File: config.mk
export PLATFORM = sky130hd
export DESIGN_NAME = tcs_ram
export DESIGN_NICKNAME = d
export VERILOG_FILES = /design/src/sv/tcs_ram.sv
export SDC_FILE = /design/constraint.sdc
export NUM_CORES = 2
export LEC_CHECK = 0
export BUFFER_PORTS_ARGS = -buffer_cell sky130_fd_sc_hd__buf_2
export CAP_MARGIN = 40
export CORE_ASPECT_RATIO = 1.2
export CORE_MARGIN = 3
export CORE_UTILIZATION = 45
export DETAILED_ROUTE_END_ITERATION = 12
export GPL_ROUTABILITY_DRIVEN = 0
export PLACE_DENSITY_LB_ADDON = 0.05
export SYNTH_ARGS = -nofsm -noshare
export SYNTH_HDL_FRONTEND = slang
export SYNTH_SLANG_ARGS = --single-unit
export TNS_END_PERCENT = 5
File: constraint.sdc
create_clock -name clk_i -period 3.25 [get_ports clk_i]
set_clock_uncertainty 0.1 [all_clocks]
set_input_delay 0.1625 -clock clk_i [delete_from_list [all_inputs] [get_ports clk_i]]
set_output_delay 0.1625 -clock clk_i [all_outputs]
set_load 0.1 [all_outputs]
File: src/sv/tcs_ram.sv
// generic single write port, single read port ram with registered read
// no dependencies
module tcs_ram #(
  parameter int WIDTH = 32,
  parameter int DEPTH = 64
) (
  input  logic                     clk_i,
  input  logic                     we_i,
  input  logic [$clog2(DEPTH)-1:0] waddr_i,
  input  logic [WIDTH-1:0]         wdata_i,
  input  logic [$clog2(DEPTH)-1:0] raddr_i,
  output logic [WIDTH-1:0]         rdata_o
);

  logic [WIDTH-1:0] mem [DEPTH];

  // write and registered read
  always_ff @(posedge clk_i) begin
    if (we_i) begin
      mem[waddr_i] <= wdata_i;
    end
    rdata_o <= mem[raddr_i];
  end

endmodule

==> results.json <==
{
  "outcome": "completed",
  "routed_wl_um": 223000,
  "start_util_pct": 45.4,
  "required_ns": 3.92,
  "worstPathMaxFanout": 21,
  "io_pins": 78,
  "firstDrtPassIters": 5,
  "cp.buffers_inverters": 5,
  "hpwl_um": 130000,
  "regArea_mm2": 0.0621,
  "ir_drop_mv": 0.477,
  "slew_viol_final": 0,
  "end_kind": "flop",
  "start_kind": "input port",
  "synth_edf_count": 2048,
  "core_mm2": 0.173,
  "synth-seq-cells": 2080,
  "avgSynthCellArea_um2": 23.6,
  "power_density_mw_per_mm2": 615,
  "placed_area_mm2": 0.0846,
  "yosys-top-cells-area": "edfxtp_1, mux4_2, mux2i_1, dfxtp_1, o22ai_1",
  "yosysTopAreaCellShare_pct": 78.3,
  "synth_cell_types": 34,
  "ctsHoldBuffers": 35,
  "relSlewSlack_pct": 37.0,
  "rsz0062_at_grt": "false",
  "clk_pin_slew_worst_paths_ns": 0.06,
  "ys_seq_area_share_pct": 79.1,
  "crit_family": "buffers and inverters",
  "final_core_util_pct": 52.8,
  "cp_slowest_cell": "dlygate4sd3_1",
  "die_x_um": 387,
  "worst_pin_slew_ns": 0.945,
  "syn_to_final_growth_pct": 16.4,
  "grt_overflow": 0,
  "cts_made_buffers": 201,
  "nFillCells": 13400,
  "layout.nets": 3790,
  "rows": 167,
  "synth_top_area_cell": "edfxtp_1",
  "cts_sinks": 2080,
  "clock_latency_ns": 0.84,
  "maxCapViolCount": 0,
  "cts_max_level": 4,
  "first_global_vias": 39200,
  "finalSetupViolCount": 0,
  "synth_cells": 3324,
  "antenna_left": 0,
  "final_area_mm2": 0.0914,
  "ys_warn_count": 0,
  "synthFlopType": "edfxtp_1",
  "cts_tree": "done",
  "dieArea_mm2": 0.180,
  "syn_area_mm2": 0.0785,
  "root_buffer": "clkbuf_16",
  "power.leakage_nw": 28.7,
  "syn-num-nets": 3370,
  "grt_pass1_wl_um": 308000,
  "port_buffers": 77,
  "via_count": 37300,
  "crit_type": "input port to flop",
  "post_cts_buffers": 0,
  "hold_viol_final": 0,
  "max_stage_delay_ns": 0.61,
  "finalNonFillerCells": 6193,
  "placed_cells": 5786,
  "hp-class": "input port to flop",
  "drive_gt1_share_pct": 32.0,
  "postSynth.asyncResetShare_pct": 0,
  "fmax_mhz": 394,
  "drt_iter0_markers": 3558,
  "multi_input_area_mm2": 0.0160,
  "drc": 0,
  "path_cells": "dlygate4sd3_1 > buf_6 > buf_4 > nand2b_1 > buf_12 > o22ai_1 > nor2_1 > a21oi_1 > buf_4 > nor2_1",
  "die_y_um": 464,
  "track_usage_pct": 25.0,
  "antenna_found_initial": 19,
  "cts_resized": 0,
  "yosysMostFrequentCell": "edfxtp_1",
  "wl_per_cell_um": 36.0,
  "max-clock-path-buffers": 3,
  "avgViaCountPerCell": 6.03,
  "grt_max_degree": 65,
  "fin_crit_sh_pct": 78.0,
  "post-route-min-period_ns": 2.54,
  "arrival_ns": 3.21,
  "synth_common_cells": "edfxtp_1, mux4_2, nor2_1"
}
==> per-stage QoR <==
stage               total power [W]  worst slack (ns)  setup TNS (ns)  hold slack [ns]
global placement             0.0339             0.163               0            0.545
finish                       0.0563             0.714               0           0.0915
floorplan                    0.0322            -0.166           -5.30            0.161
detailed placement           0.0340             0.195               0            0.490
CTS                          0.0567             0.734               0          0.00287
global route                 0.0579             0.714               0           0.0478
==> power breakdown <==
group	switching [W]	leakage (nW)	total (W)	internal (W)
Combinational	0.00239	6.89	0.00361	0.00122
Clock	0.00976	3.12	0.0228	0.0130
Sequential	0.000141	18.7	0.0298	0.0297
Total	0.0123	28.7	0.0563	0.0440
==> routing by layer <==
metal	global-route usage, %	vias to the layer above	part of all wire, %	wire length (µm)
li1	-	15100	-	-
met1	32.6	20500	39	86400
met2	41.7	1362	50	112000
met4	9.71	10	4.2	9330
met5	0	-	0.028	62
met3	5.02	327	6.8	15200
==> layout by cell type (no fill, tap or decap), types with 62 or more instances in the layout <==
| cell type | Yosys | routed |
|---|---|---|
| edfxtp_1 | 2048 | 2048 |
| buf_2 | 57 | 74 |
| o22ai_1 | 84 | 84 |
| clkbuf_16 | 0 | 207 |
| nor2_4 | 0 | 62 |
| nor2_1 | 137 | 75 |
| buf_4 | 25 | 198 |
| mux2i_1 | 93 | 93 |
| buf_12 | 0 | 85 |
| a21oi_1 | 62 | 62 |
| mux4_2 | 544 | 544 |
==> cells by family after synthesis <==
group | synth area share [%]
DFF | 79.1
muxes | 16.8
and+or+nand+nor | 1.27
AOI/OAI and AO/OA | 1.67
buffers and inverters | 1.13
==> path summary, 6_finish.rpt <==
check	start	to	slack, ns	cells after the start
setup / recovery	raddr_i[3]	rdata_o[19]	0.71	10
hold / removal	waddr_i[3]	mem[63][4]	0.09	4
setup reg to reg	mem[62][12]	rdata_o[12]	0.89	4
hold reg to reg	mem[28][17]	rdata_o[17]	0.69	4
==> worst min-delay path, stage by stage <==
cell and delay, ns:
buf_2 0.19, nand3_1 0.12, buf_4 0.26, nor2_4 0.09
==> registers in the layout, indices dropped and copies added, names as in the netlist <==
signal and flops:
rdata_o 32, mem 2048
==> cell type report <==
| type | count | area share, % |
|---|---|---|
| multi-input combinational | 1062 | 17.5 |
| clock inverter | 95 | 1.01 |
| tap | 2281 | 3.12 |
| clock buffer | 270 | 5.96 |
| sequential | 2080 | 68.0 |
| antenna | 6 | 0.0164 |
| timing repair buffer | 399 | 4.43 |
Note: power is estimated with default switching activity, not from simulation.
