$ cat src/sv/tcs_pkg.sv
// shared constants, types and helpers of the tridiagonal cholesky sampler
// no dependencies; imported by tcs_divsqrt and the sampler top
package tcs_pkg;

  localparam int MAX_LEN   = 64;
  localparam int FRAC_BITS = 20;
  localparam int DW        = 32;
  localparam int AW        = $clog2(MAX_LEN);
  localparam int CW        = AW + 1;
  // shift register of the divide / root unit, even so roots take two bits a step
  localparam int ACC_W     = 2 * ((DW + FRAC_BITS + 1) / 2);
  localparam int CNT_W     = $clog2(ACC_W + 1);
  localparam int REM_W     = DW + 1;
  localparam int PROD_W    = 2 * DW;
  localparam int MQ_W      = PROD_W - FRAC_BITS;
  localparam int SUM_W     = MQ_W + 2;

  typedef enum logic {
    OP_DIV,
    OP_SQRT
  } tcs_op_e;

  typedef struct packed {
    logic    start;
    tcs_op_e op;
  } tcs_req_t;

  typedef enum logic [4:0] {
    S_IDLE,
    S_LDIV,
    S_LWAIT,
    S_MULA,
    S_TRNA,
    S_ARG,
    S_SQWAIT,
    S_MULB,
    S_TRNB,
    S_NUM,
    S_WWAIT,
    S_BINIT,
    S_BRD,
    S_BMUL,
    S_BTRN,
    S_BSUB,
    S_BWAIT,
    S_ORD,
    S_OWAIT,
    S_OHOLD
  } tcs_state_e;

  // clamp a wide signed sum to the signed word range
  function automatic logic signed [DW-1:0] sat32(input logic signed [SUM_W-1:0] v);
    logic signed [SUM_W-1:0] hi;
    logic signed [SUM_W-1:0] lo;
    hi = $signed({{(SUM_W-DW+1){1'b0}}, {(DW-1){1'b1}}});
    lo = $signed({{(SUM_W-DW+1){1'b1}}, {(DW-1){1'b0}}});
    if (v > hi) begin
      sat32 = hi[DW-1:0];
    end else if (v < lo) begin
      sat32 = lo[DW-1:0];
    end else begin
      sat32 = v[DW-1:0];
    end
  endfunction

  // product scaled down by the fraction bits, truncated toward zero
  function automatic logic signed [MQ_W-1:0] trunc_q(input logic signed [PROD_W-1:0] p);
    logic [PROD_W-1:0] bias;
    logic [PROD_W-1:0] s;
    bias = {{(PROD_W-FRAC_BITS){1'b0}}, {FRAC_BITS{p[PROD_W-1]}}};
    s    = p + bias;
    trunc_q = $signed(s[PROD_W-1:FRAC_BITS]);
  endfunction

endpackage

$ cat src/sv/tcs_divsqrt.sv
// shared iterative unit: fixed point divide (one quotient bit a cycle)
// and integer square root (one root bit a cycle); depends on tcs_pkg
module tcs_divsqrt (
  input  logic                            clk_i,
  input  logic                            rst_ni,
  input  tcs_pkg::tcs_req_t               req_i,
  input  logic signed [tcs_pkg::DW-1:0]   num_i,
  input  logic signed [tcs_pkg::DW-1:0]   den_i,
  input  logic [tcs_pkg::DW-2:0]          arg_i,
  output logic                            done_o,
  output logic signed [tcs_pkg::DW-1:0]   res_o
);
  import tcs_pkg::*;

  logic             busy_q;
  tcs_op_e          op_q;
  logic [CNT_W-1:0] cnt_q;
  logic [ACC_W-1:0] acc_q;
  logic [REM_W-1:0] rem_q;
  logic [ACC_W-1:0] quo_q;
  logic [DW-1:0]    den_q;
  logic             neg_q;
  logic             done_q;

  logic [DW-1:0]    num_mag;
  logic [REM_W-1:0] div_rem;
  logic [REM_W-1:0] sq_rem;
  logic [REM_W-1:0] sq_trial;

  assign num_mag  = num_i[DW-1] ? (~num_i + 1'b1) : num_i;
  assign div_rem  = {rem_q[REM_W-2:0], acc_q[ACC_W-1]};
  assign sq_rem   = {rem_q[REM_W-3:0], acc_q[ACC_W-1:ACC_W-2]};
  assign sq_trial = {quo_q[REM_W-3:0], 2'b01};

  // iteration registers
  always_ff @(posedge clk_i or negedge rst_ni) begin
    if (!rst_ni) begin
      busy_q <= 1'b0;
      done_q <= 1'b0;
      cnt_q  <= '0;
    end else begin
      done_q <= 1'b0;
      if (req_i.start) begin
        busy_q <= 1'b1;
        cnt_q  <= (req_i.op == OP_DIV) ? CNT_W'(ACC_W) : CNT_W'(ACC_W / 2);
      end else if (busy_q) begin
        cnt_q <= cnt_q - 1'b1;
        if (cnt_q == CNT_W'(1)) begin
          busy_q <= 1'b0;
          done_q <= 1'b1;
        end
      end
    end
  end

  // datapath
  always_ff @(posedge clk_i) begin
    if (req_i.start) begin
      op_q  <= req_i.op;
      rem_q <= '0;
      quo_q <= '0;
      neg_q <= num_i[DW-1];
      den_q <= (den_i < 1) ? DW'(1) : den_i;
      if (req_i.op == OP_DIV) begin
        acc_q <= ACC_W'(num_mag) << FRAC_BITS;
      end else begin
        acc_q <= ACC_W'(arg_i) << FRAC_BITS;
      end
    end else if (busy_q) begin
      if (op_q == OP_DIV) begin
        acc_q <= acc_q << 1;
        if (div_rem >= {1'b0, den_q}) begin
          rem_q <= div_rem - {1'b0, den_q};
          quo_q <= {quo_q[ACC_W-2:0], 1'b1};
        end else begin
          rem_q <= div_rem;
          quo_q <= {quo_q[ACC_W-2:0], 1'b0};
        end
      end else begin
        acc_q <= acc_q << 2;
        if (sq_rem >= sq_trial) begin
          rem_q <= sq_rem - sq_trial;
          quo_q <= {quo_q[ACC_W-2:0], 1'b1};
        end else begin
          rem_q <= sq_rem;
          quo_q <= {quo_q[ACC_W-2:0], 1'b0};
        end
      end
    end
  end

  // sign and saturation of the result
  always_comb begin
    if (op_q == OP_SQRT) begin
      res_o = (|quo_q[ACC_W-1:DW-1]) ? {1'b0, {(DW-1){1'b1}}} : quo_q[DW-1:0];
    end else if (neg_q) begin
      if ((|quo_q[ACC_W-1:DW]) || (quo_q[DW-1] && (|quo_q[DW-2:0]))) begin
        res_o = {1'b1, {(DW-1){1'b0}}};
      end else begin
        res_o = ~quo_q[DW-1:0] + 1'b1;
      end
    end else begin
      res_o = (|quo_q[ACC_W-1:DW-1]) ? {1'b0, {(DW-1){1'b1}}} : quo_q[DW-1:0];
    end
  end

  assign done_o = done_q;

endmodule

$ cat config.mk
export PLATFORM = sky130hd
export DESIGN_NAME = tcs_divsqrt
export DESIGN_NICKNAME = d
export VERILOG_FILES = /design/src/sv/tcs_pkg.sv /design/src/sv/tcs_divsqrt.sv
export SDC_FILE = /design/constraint.sdc
export NUM_CORES = 1
export LEC_CHECK = 0
export ABC_AREA = 0
export BUFFER_PORTS_ARGS = -buffer_cell sky130_fd_sc_hd__buf_2
export CAP_MARGIN = 5
export CORE_MARGIN = 8
export CORE_UTILIZATION = 45
export DETAILED_ROUTE_END_ITERATION = 6
export GPL_TIMING_DRIVEN = 0
export HOLD_SLACK_MARGIN = 0.15
export PLACE_DENSITY = 0.67
export SLEW_MARGIN = 20
export SYNTH_ARGS = -nofsm -noshare
export SYNTH_HDL_FRONTEND = slang
export SYNTH_SLANG_ARGS = --single-unit
$ cat constraint.sdc
create_clock -name clk_i -period 3.6 [get_ports clk_i]
set_input_delay 0.54 -clock clk_i [delete_from_list [all_inputs] [get_ports clk_i]]
set_output_delay 0.54 -clock clk_i [all_outputs]
set_load 0.01 [all_outputs]
==> results by group, run 1 <==
Power
  – Sw Pwr: 4.371 mW
  – Combinational cell fraction of total power: 0.567
  – Leakage power: around 7 nW
  – Clk pwr share: 0.192
  – Reg power frac: 0.242
  – Int Pwr: 5.451 mW
  – Net Sw Frac: 0.4450
  – Power density over cell area: 654.7 mW/mm²
  – Max IR drop VDD: 0.5229 mV

Route
  – WL/cell: 18.92 µm
  – Vias: approximately 13k
  – Vias per cell: 5.969
  – Routed Antenna Nets: 0
  – DRT iter0 DRCs: roughly 1k
  – Post-Route WL: around 40,000 µm
  – # DRC: 0
  – Pre-antenna DRT Iters: 7

Setup path
  – Crit-path max cell delay: 390 ps
  – Worst path most repeated cell: buf_6
  – CP arrival: 3430 ps
  – Critical path endpoint category: primary output
  – Crit. Startpoint: quo_q[0]
  – Worst Path Class, Setup: reg -> out
  – Top Family by Delay on Critical Path: simple AND/OR/NAND/NOR gates
  – Slowest stage cell, crit path: or3b_4
  – Crit-path cells: inv_4 -> ha_4 -> or3b_4 -> nor4b_4 -> nand4_4 -> nor4_4 -> nand3_2 -> a211oi_4 -> buf_6 -> nand2_8 -> buf_6 -> o31a_1 -> o21ai_2 -> buf_2
  – Reg2reg start: acc_q[51]
  – Worst Path Buf+Inv: 4
  – Largest fanout on the critical path: 6
  – Req. time, crit path: 3060 ps
  – CP Launch Type: flop

Logic synthesis
  – Ys Warns: 0
  – Synth Instances: about 1.6k
  – Netlist cell types: 78
  – Most used DFF post-synth: dfxtp_1
  – Seq/Total Area, Yosys: 0.3058
  – Ys async rst share: 0.05063
  – Post-synth EDFFs: 66
  – Synth Cell Area: 0.01264 mm²
  – Avg Cell Area, Syn: approximately 8 µm²
  – Yosys reg bits: roughly 160
  – Syn Nets: roughly 1.7k

Floorplan
  – Initial Utilization: 0.4561
  – Area of the core region: 0.02771 mm²
  – I/O pins: 132
  – Die width: 183.6 µm
  – Die height: about 180 µm
  – FP Rows: 61
  – Die area: around 0.034 mm²

Layout
  – Post-layout util: 0.5415
  – Fin nets: about 1.9k
  – Layout cell share with drive strength beyond 1: 0.1634
  – Area growth from synthesis to layout: 18.72%
  – Non-Filler Instances: 2,122
  – ANT cells: 0

Global route
  – First-pass GRT wire length: 62,330 µm
  – Vias in the first global route: roughly 12k
  – GRT Resource Usage Total: 0.2282
  – Remaining Overflow, GRT: 0
  – Initial antenna violation count: 0
  – Largest net degree at the start of global routing: 40

CTS
  – Max clock buf depth: 2
  – CTS H-tree depth: 4
  – Worst skew pair latency: 440 ps
  – CTS sink count: about 160
  – Total CTS buffers: 17
  – CTS root buffer: clkbuf_16
  – Reg clk slew, reported paths: 70 ps
  – CTS tree: built

STA
  – Final hold violation count: 0
  – Rel. slew slack: 0.2449
  – Hold slack final: 320.1 ps
  – Worst-margin pin slew: 1130 ps
  – Worst setup margin: -371.4 ps
  – Unrepaired setup endpoints after global routing: true
  – Tcrit/Tclk final: 1.103
  – F_max: 0.2518 GHz
  – Clock Skew: 18.08 ps
  – Pins Over Slew Limit: 0
  – Final setup fails: 31
  – Tmin final: between 3000 and 4000 ps

Min path
  – Hold_sp: req_i[0]
  – Hold Path Class: in -> reg

Placement
  – Dpl cells: 2,078
  – GPL Wtd Cong: 0.9577
  – DP HPWL: 30,570 µm
  – Input/output buffers: ~130

Flow run
  – Max_cap viols: 0

Status
  – Failing checks: setup timing
  – Status: complete, but fails checks
-- per-stage QoR --
stage | TNS, ps | setup WS (ps) | total power [mW] | cell area (µm²)
3_3_place_gp | -27730 | -691.9 | 7.327 | 13760
6_report | -9653 | -371.4 | 9.822 | 15000
5_1_grt | -12560 | -479.3 | 10.41 | 15000
4_1_cts | -12490 | -482.1 | 9.534 | 14840
3_5_place_dp | -28150 | -703.3 | 7.369 | 13760
2_1_floorplan | 0 | 92.76 | 6.052 | 12640
-- registers in the layout, indices dropped and copies added (netlist names) --
name and flops:
done_o 1, den_q 32, busy_q 1, acc_q 32, op_q 1, cnt_q 6, neg_q 1, rem_q 32
quo_q 52
-- Yosys cell counts (all sizes together) (20+ instances only) --
cell	number	area [µm²]
a211oi	31	245.2
ha	69	863.3
clkbuf	67	251.5
o21ai	132	660.6
mux2i	88	880.8
a21oi	103	515.5
xor2	50	437.9
nor2	146	548.0
dfxtp	84	1682
nor4	20	140.1
buf	25	108.9
nand2	161	606.8
nand3	30	155.1
xnor2	36	315.3
edfxtp	66	1982
inv	87	326.6
and2	32	200.2
nor3	29	145.1
a21o	39	292.8
-- layout by cell type (no fill, tap or decap), types with 9 or more instances in the layout --
| cell | n |
|---|---|
| nand2_1 | 160 |
| nor2_1 | 146 |
| buf_2 | 133 |
| o21ai_0 | 107 |
| a21oi_1 | 102 |
| mux2i_1 | 88 |
| inv_1 | 84 |
| dfxtp_1 | 76 |
| edfxtp_1 | 66 |
| ha_1 | 62 |
| xor2_1 | 50 |
| clkbuf_1 | 39 |
| a21o_1 | 39 |
| xnor2_1 | 36 |
| and2_1 | 32 |
| a211oi_1 | 30 |
| nand3_1 | 27 |
| nor3_1 | 26 |
| buf_4 | 22 |
| nor4_1 | 19 |
| clkbuf_16 | 19 |
| buf_1 | 18 |
| nand4_1 | 17 |
| a221oi_1 | 17 |
| o21ai_1 | 16 |
| a31oi_1 | 15 |
| o31a_1 | 15 |
| o211ai_1 | 15 |
| nor2b_1 | 13 |
| a311oi_1 | 13 |
| o31ai_1 | 12 |
| nand2b_1 | 12 |
| a211o_1 | 12 |
| o21ai_2 | 9 |
| and3_1 | 9 |
-- path summary, 6_finish.rpt --
check	to	slack, ps	cells past startpoint
hold / removal	op_q	320	1
setup / recovery	res_o[2]	-370	14
max in group asynchronous	cnt_q[2]	2920	2
min in group asynchronous	done_o	510	2
hold reg to reg	quo_q[39]	530	2
setup reg to reg	rem_q[28]	140	13
-- logic make-up (layout without fill, tap and decap cells) --
family	Yosys count	after routing	synth area share
DFF	158	158	0.3058
adders and majority gates	70	70	0.06991
buffers and inverters	180	354	0.05466
and+or+nand+nor	518	518	0.1990
muxes	88	88	0.06971
AOI/OAI and AO/OA	468	469	0.2410
xor gates and xnor gates	86	86	0.05961
other	1	1	0.0002968
-- area by class of cell --
type / instances / area, µm²
Buffer: 71 / 321.6
Clock buffer: 19 / 464.2
Clock inverter: 13 / 141.4
Fill cell: 2629 / 12700
Inverter: 88 / 339.1
Multi-Input combinational cell: 1232 / 8398
Sequential cell: 158 / 3881
Tap cell: 378 / 473.0
Timing Repair Buffer: 163 / 983.4
-- layer usage --
metal,track usage,part of all wire,vias to the layer above
met2,0.3667,0.46,530
met4,0.06083,0.019,0
met1,0.3121,0.45,5994
li1,-,-,6076
met5,0,0,-
met3,0.03874,0.072,67
-- timing repair --
action                     4_1_cts  5_1_grt
setup endpoints to repair       64       64
pin swaps                       18       15
gates resized for setup         70       50
buffers inserted                24        5
hold endpoints to repair         8        0
hold buffers                     1        0
gates cloned                     4        1
-- power groups by stage --
stage | clock, mW | combinational (mW) | sequential, mW
floorplan | 0 | 3.79 | 2.26
global placement | 0 | 4.94 | 2.38
detailed placement | 0 | 4.98 | 2.39
CTS | 1.90 | 5.28 | 2.36
global route | 1.99 | 6.03 | 2.39
finish | 1.88 | 5.57 | 2.37
No activity file was read; power rests on OpenSTA's default activity.
==> run 2: changes to the inputs <==
--- a/config.mk
+++ b/config.mk
@@ -14,6 +14,7 @@
 export GPL_TIMING_DRIVEN = 0
 export HOLD_SLACK_MARGIN = 0.15
 export PLACE_DENSITY = 0.67
+export SETUP_SLACK_MARGIN = 0.05
 export SLEW_MARGIN = 20
 export SYNTH_ARGS = -nofsm -noshare
 export SYNTH_HDL_FRONTEND = slang
==> results by group, run 2 (synthesis gave the netlist of run 1 again) <==
Floorplan
  – Die area: approximately 0.034 mm²
  – Initial Utilization: 0.4561
  – Die width: 183.6 µm
  – I/O pins: 132
  – Area of the core region: 0.02771 mm²
  – FP Rows: 61
  – Die height: 183.6 µm

Power
  – Leakage power: approximately 6.8 nW
  – Power Total: 9.834 mW
  – Max IR drop VDD: 0.5428 mV
  – Power density over cell area: 655.1 mW/mm²

Global route
  – Remaining Overflow, GRT: 0
  – Vias in the first global route: between 10k and 15k
  – Largest net degree at the start of global routing: 40
  – Initial antenna violation count: 0
  – GRT Resource Usage Total: 0.2283
  – First-pass GRT wire length: 62,400 µm

Placement
  – GPL Wtd Cong: about 0.96
  – Placed Area: 0.01376 mm²
  – DP HPWL: 30,570 µm
  – Dpl cells: 2,078
  – Worst slack at placement: -703.3 ps
  – Input/output buffers: 131

Route
  – # DRC: 0
  – Pre-antenna DRT Iters: 5
  – Post-Route WL: about 40,000 µm
  – WL/cell: 18.92 µm
  – Vias per cell: 5.967
  – Routed Antenna Nets: 0
  – Vias: 12.66k
  – DRT iter0 DRCs: 1,109

Flow run
  – Max_cap viols: 0

Layout
  – FILL cells: ~2.6k
  – Commonest non-fill, non-tap cell in the layout: nand2_1
  – Non-Filler Instances: 2,121
  – Largest register by flop count: quo_q
  – Design area: 0.01501 mm²
  – Fin nets: 1,899
  – Layout cell share with drive strength beyond 1: 0.1647
  – Number of flip-flops in the largest register: 52
  – Post-layout util: 0.5418
  – Area growth from synthesis to layout: 18.80%
  – ANT cells: 0
  – Most frequent cells in the layout: nand2_1 (160), nor2_1 (146), buf_2 (132)

STA
  – Tmin final: 3975 ps
  – Worst setup margin: -374.7 ps
  – Tcrit/Tclk final: 1.104
  – Rel. slew slack: 0.2648
  – Final hold violation count: 0
  – Final setup fails: 31
  – Worst-margin pin slew: 1100 ps
  – F_max: 0.2516 GHz
  – Pins Over Slew Limit: 0
  – Clock Skew: 17.00 ps
  – Unrepaired setup endpoints after global routing: true

CTS
  – CTS sink count: 158
  – Max clock buf depth: 2
  – CTS root buffer: clkbuf_16
  – Worst skew pair latency: 440 ps
  – CTS tree: built
  – Reg clk slew, reported paths: 70 ps
  – Total CTS buffers: 17
  – CTS H-tree depth: 4

Setup path
  – Flop2flop setup slack: roughly 160 ps
  – Critical path endpoint category: primary output
  – RR Endpoint: rem_q[28]
  – CP Launch Type: flop
  – Number of cells on the worst reg-to-reg path: 13
  – Reg2reg start: acc_q[51]
  – Worst Path Class, Setup: reg -> out
  – Critical Path Sink: res_o[28]
  – Crit. Startpoint: quo_q[0]
  – Largest fanout on the critical path: 6
  – Req. time, crit path: 3060 ps
  – CP arrival: 3430 ps

Status
  – Status: complete, but fails checks
  – Failing checks: setup timing

Min path
  – Hold Path Class: in -> reg
-- run 2: changes by cell type in the layout (fill, tap and decap cells not counted), sizes merged --
cell  previous run  this run
buf            185       184
-- run 2: layer usage --
metal | GRT usage | routed length [µm]
met5 | 0 | 0
met4 | 0.06083 | 788
met3 | 0.03834 | 2918
met2 | 0.3675 | 18250
met1 | 0.3121 | 18170
-- run 2: worst min-delay path by stage --
stage	cells past startpoint	slack (ps)	end	start
floorplan	0	240	busy_q	rst_ni
global placement	1	390	cnt_q[2]	rst_ni
global route	1	310	op_q	req_i[0]
detailed placement	1	390	cnt_q[3]	rst_ni
finish	1	330	op_q	req_i[0]
CTS	1	310	op_q	req_i[0]
-- run 2: layout make-up --
cell class              instances  area [µm²]  area share
clock inverters                13       141.4    0.009418
well taps                     378       473.0     0.03151
repair buffers                162       975.9     0.06501
clock buffers                  19       464.2     0.03092
inverters                      88       339.1     0.02259
plain buffers                  71       331.6     0.02209
multi-input cells            1232        8406      0.5599
flip-flops and latches        158        3881      0.2585
-- run 2: timing repair --
action                                  in CTS  in global routing
gates cloned                                 4                  1
setup buffers                               24                  5
hold endpoints to repair                     8                  0
gates resized for setup                     76                 55
pin swaps                                   19                 15
endpoints found under the setup margin      65                 65
hold buffers                                 1                  0
-- run 2: through the flow --
| step | hold WS (ps) | TNS (ps) |
|---|---|---|
| after global placement | 392.3 | -27730 |
| after detailed placement | 392.3 | -28150 |
| after CTS | 307.4 | -12490 |
| after floorplan | 244.4 | 0 |
| final | 325.9 | -9501 |
| after global routing | 307.4 | -12350 |
-- run 2: where the power goes --
group	switching, mW	internal, mW	leakage (nW)
clock	0.835	1.04	0.297
combinational	3.24	2.34	5.05
sequential	0.284	2.09	1.46
total	4.36	5.47	6.81
-- run 2: worst max-delay path: stages (launching register included) --
cell and delay, ps:
dfxtp_4 370, inv_4 60, ha_4 120, or3b_4 390, nor4b_4 310, nand4_4 180, nor4_4 220, nand3_2 140
a211oi_4 230, buf_6 190, nand2_8 80, buf_6 210, o31a_1 240, o21ai_1 90, buf_2 150
==> run 3: changes to the inputs <==
--- a/config.mk
+++ b/config.mk
@@ -14,7 +14,7 @@
 export GPL_TIMING_DRIVEN = 0
 export HOLD_SLACK_MARGIN = 0.15
 export PLACE_DENSITY = 0.67
-export SETUP_SLACK_MARGIN = 0.05
+export SETUP_SLACK_MARGIN = 0.4
 export SLEW_MARGIN = 20
 export SYNTH_ARGS = -nofsm -noshare
 export SYNTH_HDL_FRONTEND = slang
==> results by group, run 3 (synthesis gave the netlist of run 1 again) <==
STA
  – Tcrit/Tclk final: 1.114
  – Rel. slew slack: 0.3981
  – Setup tns final: -9844 ps
  – Worst setup margin: -411.0 ps
  – Hold slack final: 303.0 ps
  – Final setup fails: 31
  – Worst-margin pin slew: 901.0 ps
  – Pins Over Slew Limit: 0
  – Clock Skew: about 14 ps
  – F_max: 0.2493 GHz
  – Tmin final: 4011 ps
  – Unrepaired setup endpoints after global routing: true
  – Final hold violation count: 0

Placement
  – Input/output buffers: 131
  – Placed Area: approximately 0.014 mm²
  – GPL Wtd Cong: 0.9449
  – DP HPWL: 31,010 µm

Setup path
  – Flop2flop setup slack: around 420 ps
  – Worst Path Class, Setup: reg -> out
  – CP arrival: 3470 ps
  – Req. time, crit path: 3060 ps
  – Slowest stage cell, crit path: or3b_4
  – CP Launch Type: flop
  – Top Family by Delay on Critical Path: simple AND/OR/NAND/NOR gates
  – Crit-path max cell delay: between 300 and 400 ps
  – Largest fanout on the critical path: 5
  – Critical path endpoint category: primary output
  – Worst Path Buf+Inv: 3
  – Crit-path cells: inv_4 -> ha_4 -> or3b_4 -> nor4b_4 -> nand4_4 -> nor4_4 -> nand3_2 -> a211oi_4 -> nand2_2 -> buf_4 -> o31a_1 -> o21ai_2 -> buf_2

Layout
  – Layout cell share with drive strength beyond 1: 0.2380
  – Commonest non-fill, non-tap cell in the layout: nand2_1
  – Number of flip-flops in the largest register: 52
  – Most frequent cells in the layout: nand2_1 (157), nor2_1 (144), buf_2 (129)
  – Design area: ~0.016 mm²
  – ANT cells: 0
  – Post-layout util: 0.5737
  – Area growth from synthesis to layout: 25.78%
  – FILL cells: around 2.5k
  – Fin nets: 1,946
  – Largest register by flop count: quo_q

Power
  – Max IR drop VDD: 0.4899 mV
  – Power density over cell area: 662.7 mW/mm²
  – Leakage power: 7.105 nW

CTS
  – CTS root buffer: clkbuf_16
  – CTS H-tree depth: 4
  – Total CTS buffers: 17
  – Max clock buf depth: 2
  – CTS sink count: 158
  – CTS tree: built
  – Worst skew pair latency: 440 ps
  – Reg clk slew, reported paths: approximately 70 ps

Route
  – Routed Antenna Nets: 0
  – Post-Route WL: between 40,000 and 50,000 µm
  – Vias per cell: 5.858
  – Vias: 12.70k
  – DRT iter0 DRCs: 1,133
  – # DRC: 0
  – Pre-antenna DRT Iters: 6
  – WL/cell: about 19 µm

Global route
  – Initial antenna violation count: 0
  – First-pass GRT wire length: approximately 63,000 µm
  – GRT Resource Usage Total: 0.2316
  – Remaining Overflow, GRT: 0
  – Largest net degree at the start of global routing: 40
  – Vias in the first global route: ~12k

Floorplan
  – Die height: 183.6 µm
  – Die area: 0.03370 mm²
  – Initial Utilization: 0.4561
  – FP Rows: 61
  – Area of the core region: 0.02771 mm²
  – I/O pins: 132
  – Die width: about 180 µm

Flow run
  – Max_cap viols: 0

Status
  – Status: complete, but fails checks
  – Failing checks: setup timing

Min path
  – Hold Path Class: in -> reg
==> run 3: path summary, 6_finish.rpt <==
kind                            from   endpoint  cells after the start
setup reg to reg            quo_q[4]  rem_q[27]                     13
hold / removal              req_i[0]       op_q                      1
setup / recovery            quo_q[1]  res_o[11]                     13
min in group asynchronous     rst_ni   cnt_q[0]                      2
hold reg to reg            quo_q[51]  quo_q[51]                      2
max in group asynchronous     rst_ni     done_o                      2
==> run 3: per-layer routing <==
| metal | up-vias | track usage | routed length (µm) |
|---|---|---|---|
| li1 | 6169 | - | - |
| met1 | 6013 | 0.3146 | 18490 |
| met2 | 478 | 0.3795 | 18940 |
| met3 | 41 | 0.03656 | 2702 |
| met4 | 0 | 0.05628 | 545 |
| met5 | - | 0 | 0 |
==> run 3: worst reg2reg max path, delay by kind of cell (launching register included) <==
family / cells / cell delay [ps]
buf+inv: 3 / 400
fa+ha+maj: 1 / 290
mux: 1 / 230
compound gates: 5 / 1070
flops: 1 / 320
simple gates: 3 / 740
==> run 3: power by group <==
part / internal (mW) / switching, mW / leakage (nW) / total, mW
clock: 0.983 / 0.813 / 0.281 / 1.80
combinational: 2.85 / 3.50 / 5.35 / 6.34
sequential: 2.09 / 0.301 / 1.48 / 2.39
total: 5.92 / 4.61 / 7.10 / 10.5
==> run 3: area by class of cell <==
type	count	area, µm²	area share
Multi-Input combinational cell	1231	8870	0.5581
Buffer	92	520.5	0.03275
Sequential cell	158	3928	0.2471
Clock inverter	14	136.4	0.008581
Tap cell	378	473.0	0.02976
Clock buffer	18	439.2	0.02763
Inverter	88	345.3	0.02173
Timing Repair Buffer	189	1182	0.07439
==> run 3: metrics by stage <==
step / worst slack, ps / total power [mW] / std cells
final: -411.0 / 10.53 / 2168
after CTS: -561.4 / 9.842 / 2142
after global routing: -535.7 / 11.19 / 2168
after global placement: -601.8 / 7.429 / 2078
after detailed placement: -591.6 / 7.462 / 2078
after floorplan: 199.3 / 6.120 / 1569
==> run 3: timing repair <==
action | in CTS | in global routing
setup buffers | 28 | 26
hold buffers | 1 | 0
endpoints found under the setup margin | 65 | 67
hold endpoints to repair | 8 | 0
resized for setup | 111 | 161
cloned | 3 | 0
pin swaps | 21 | 48
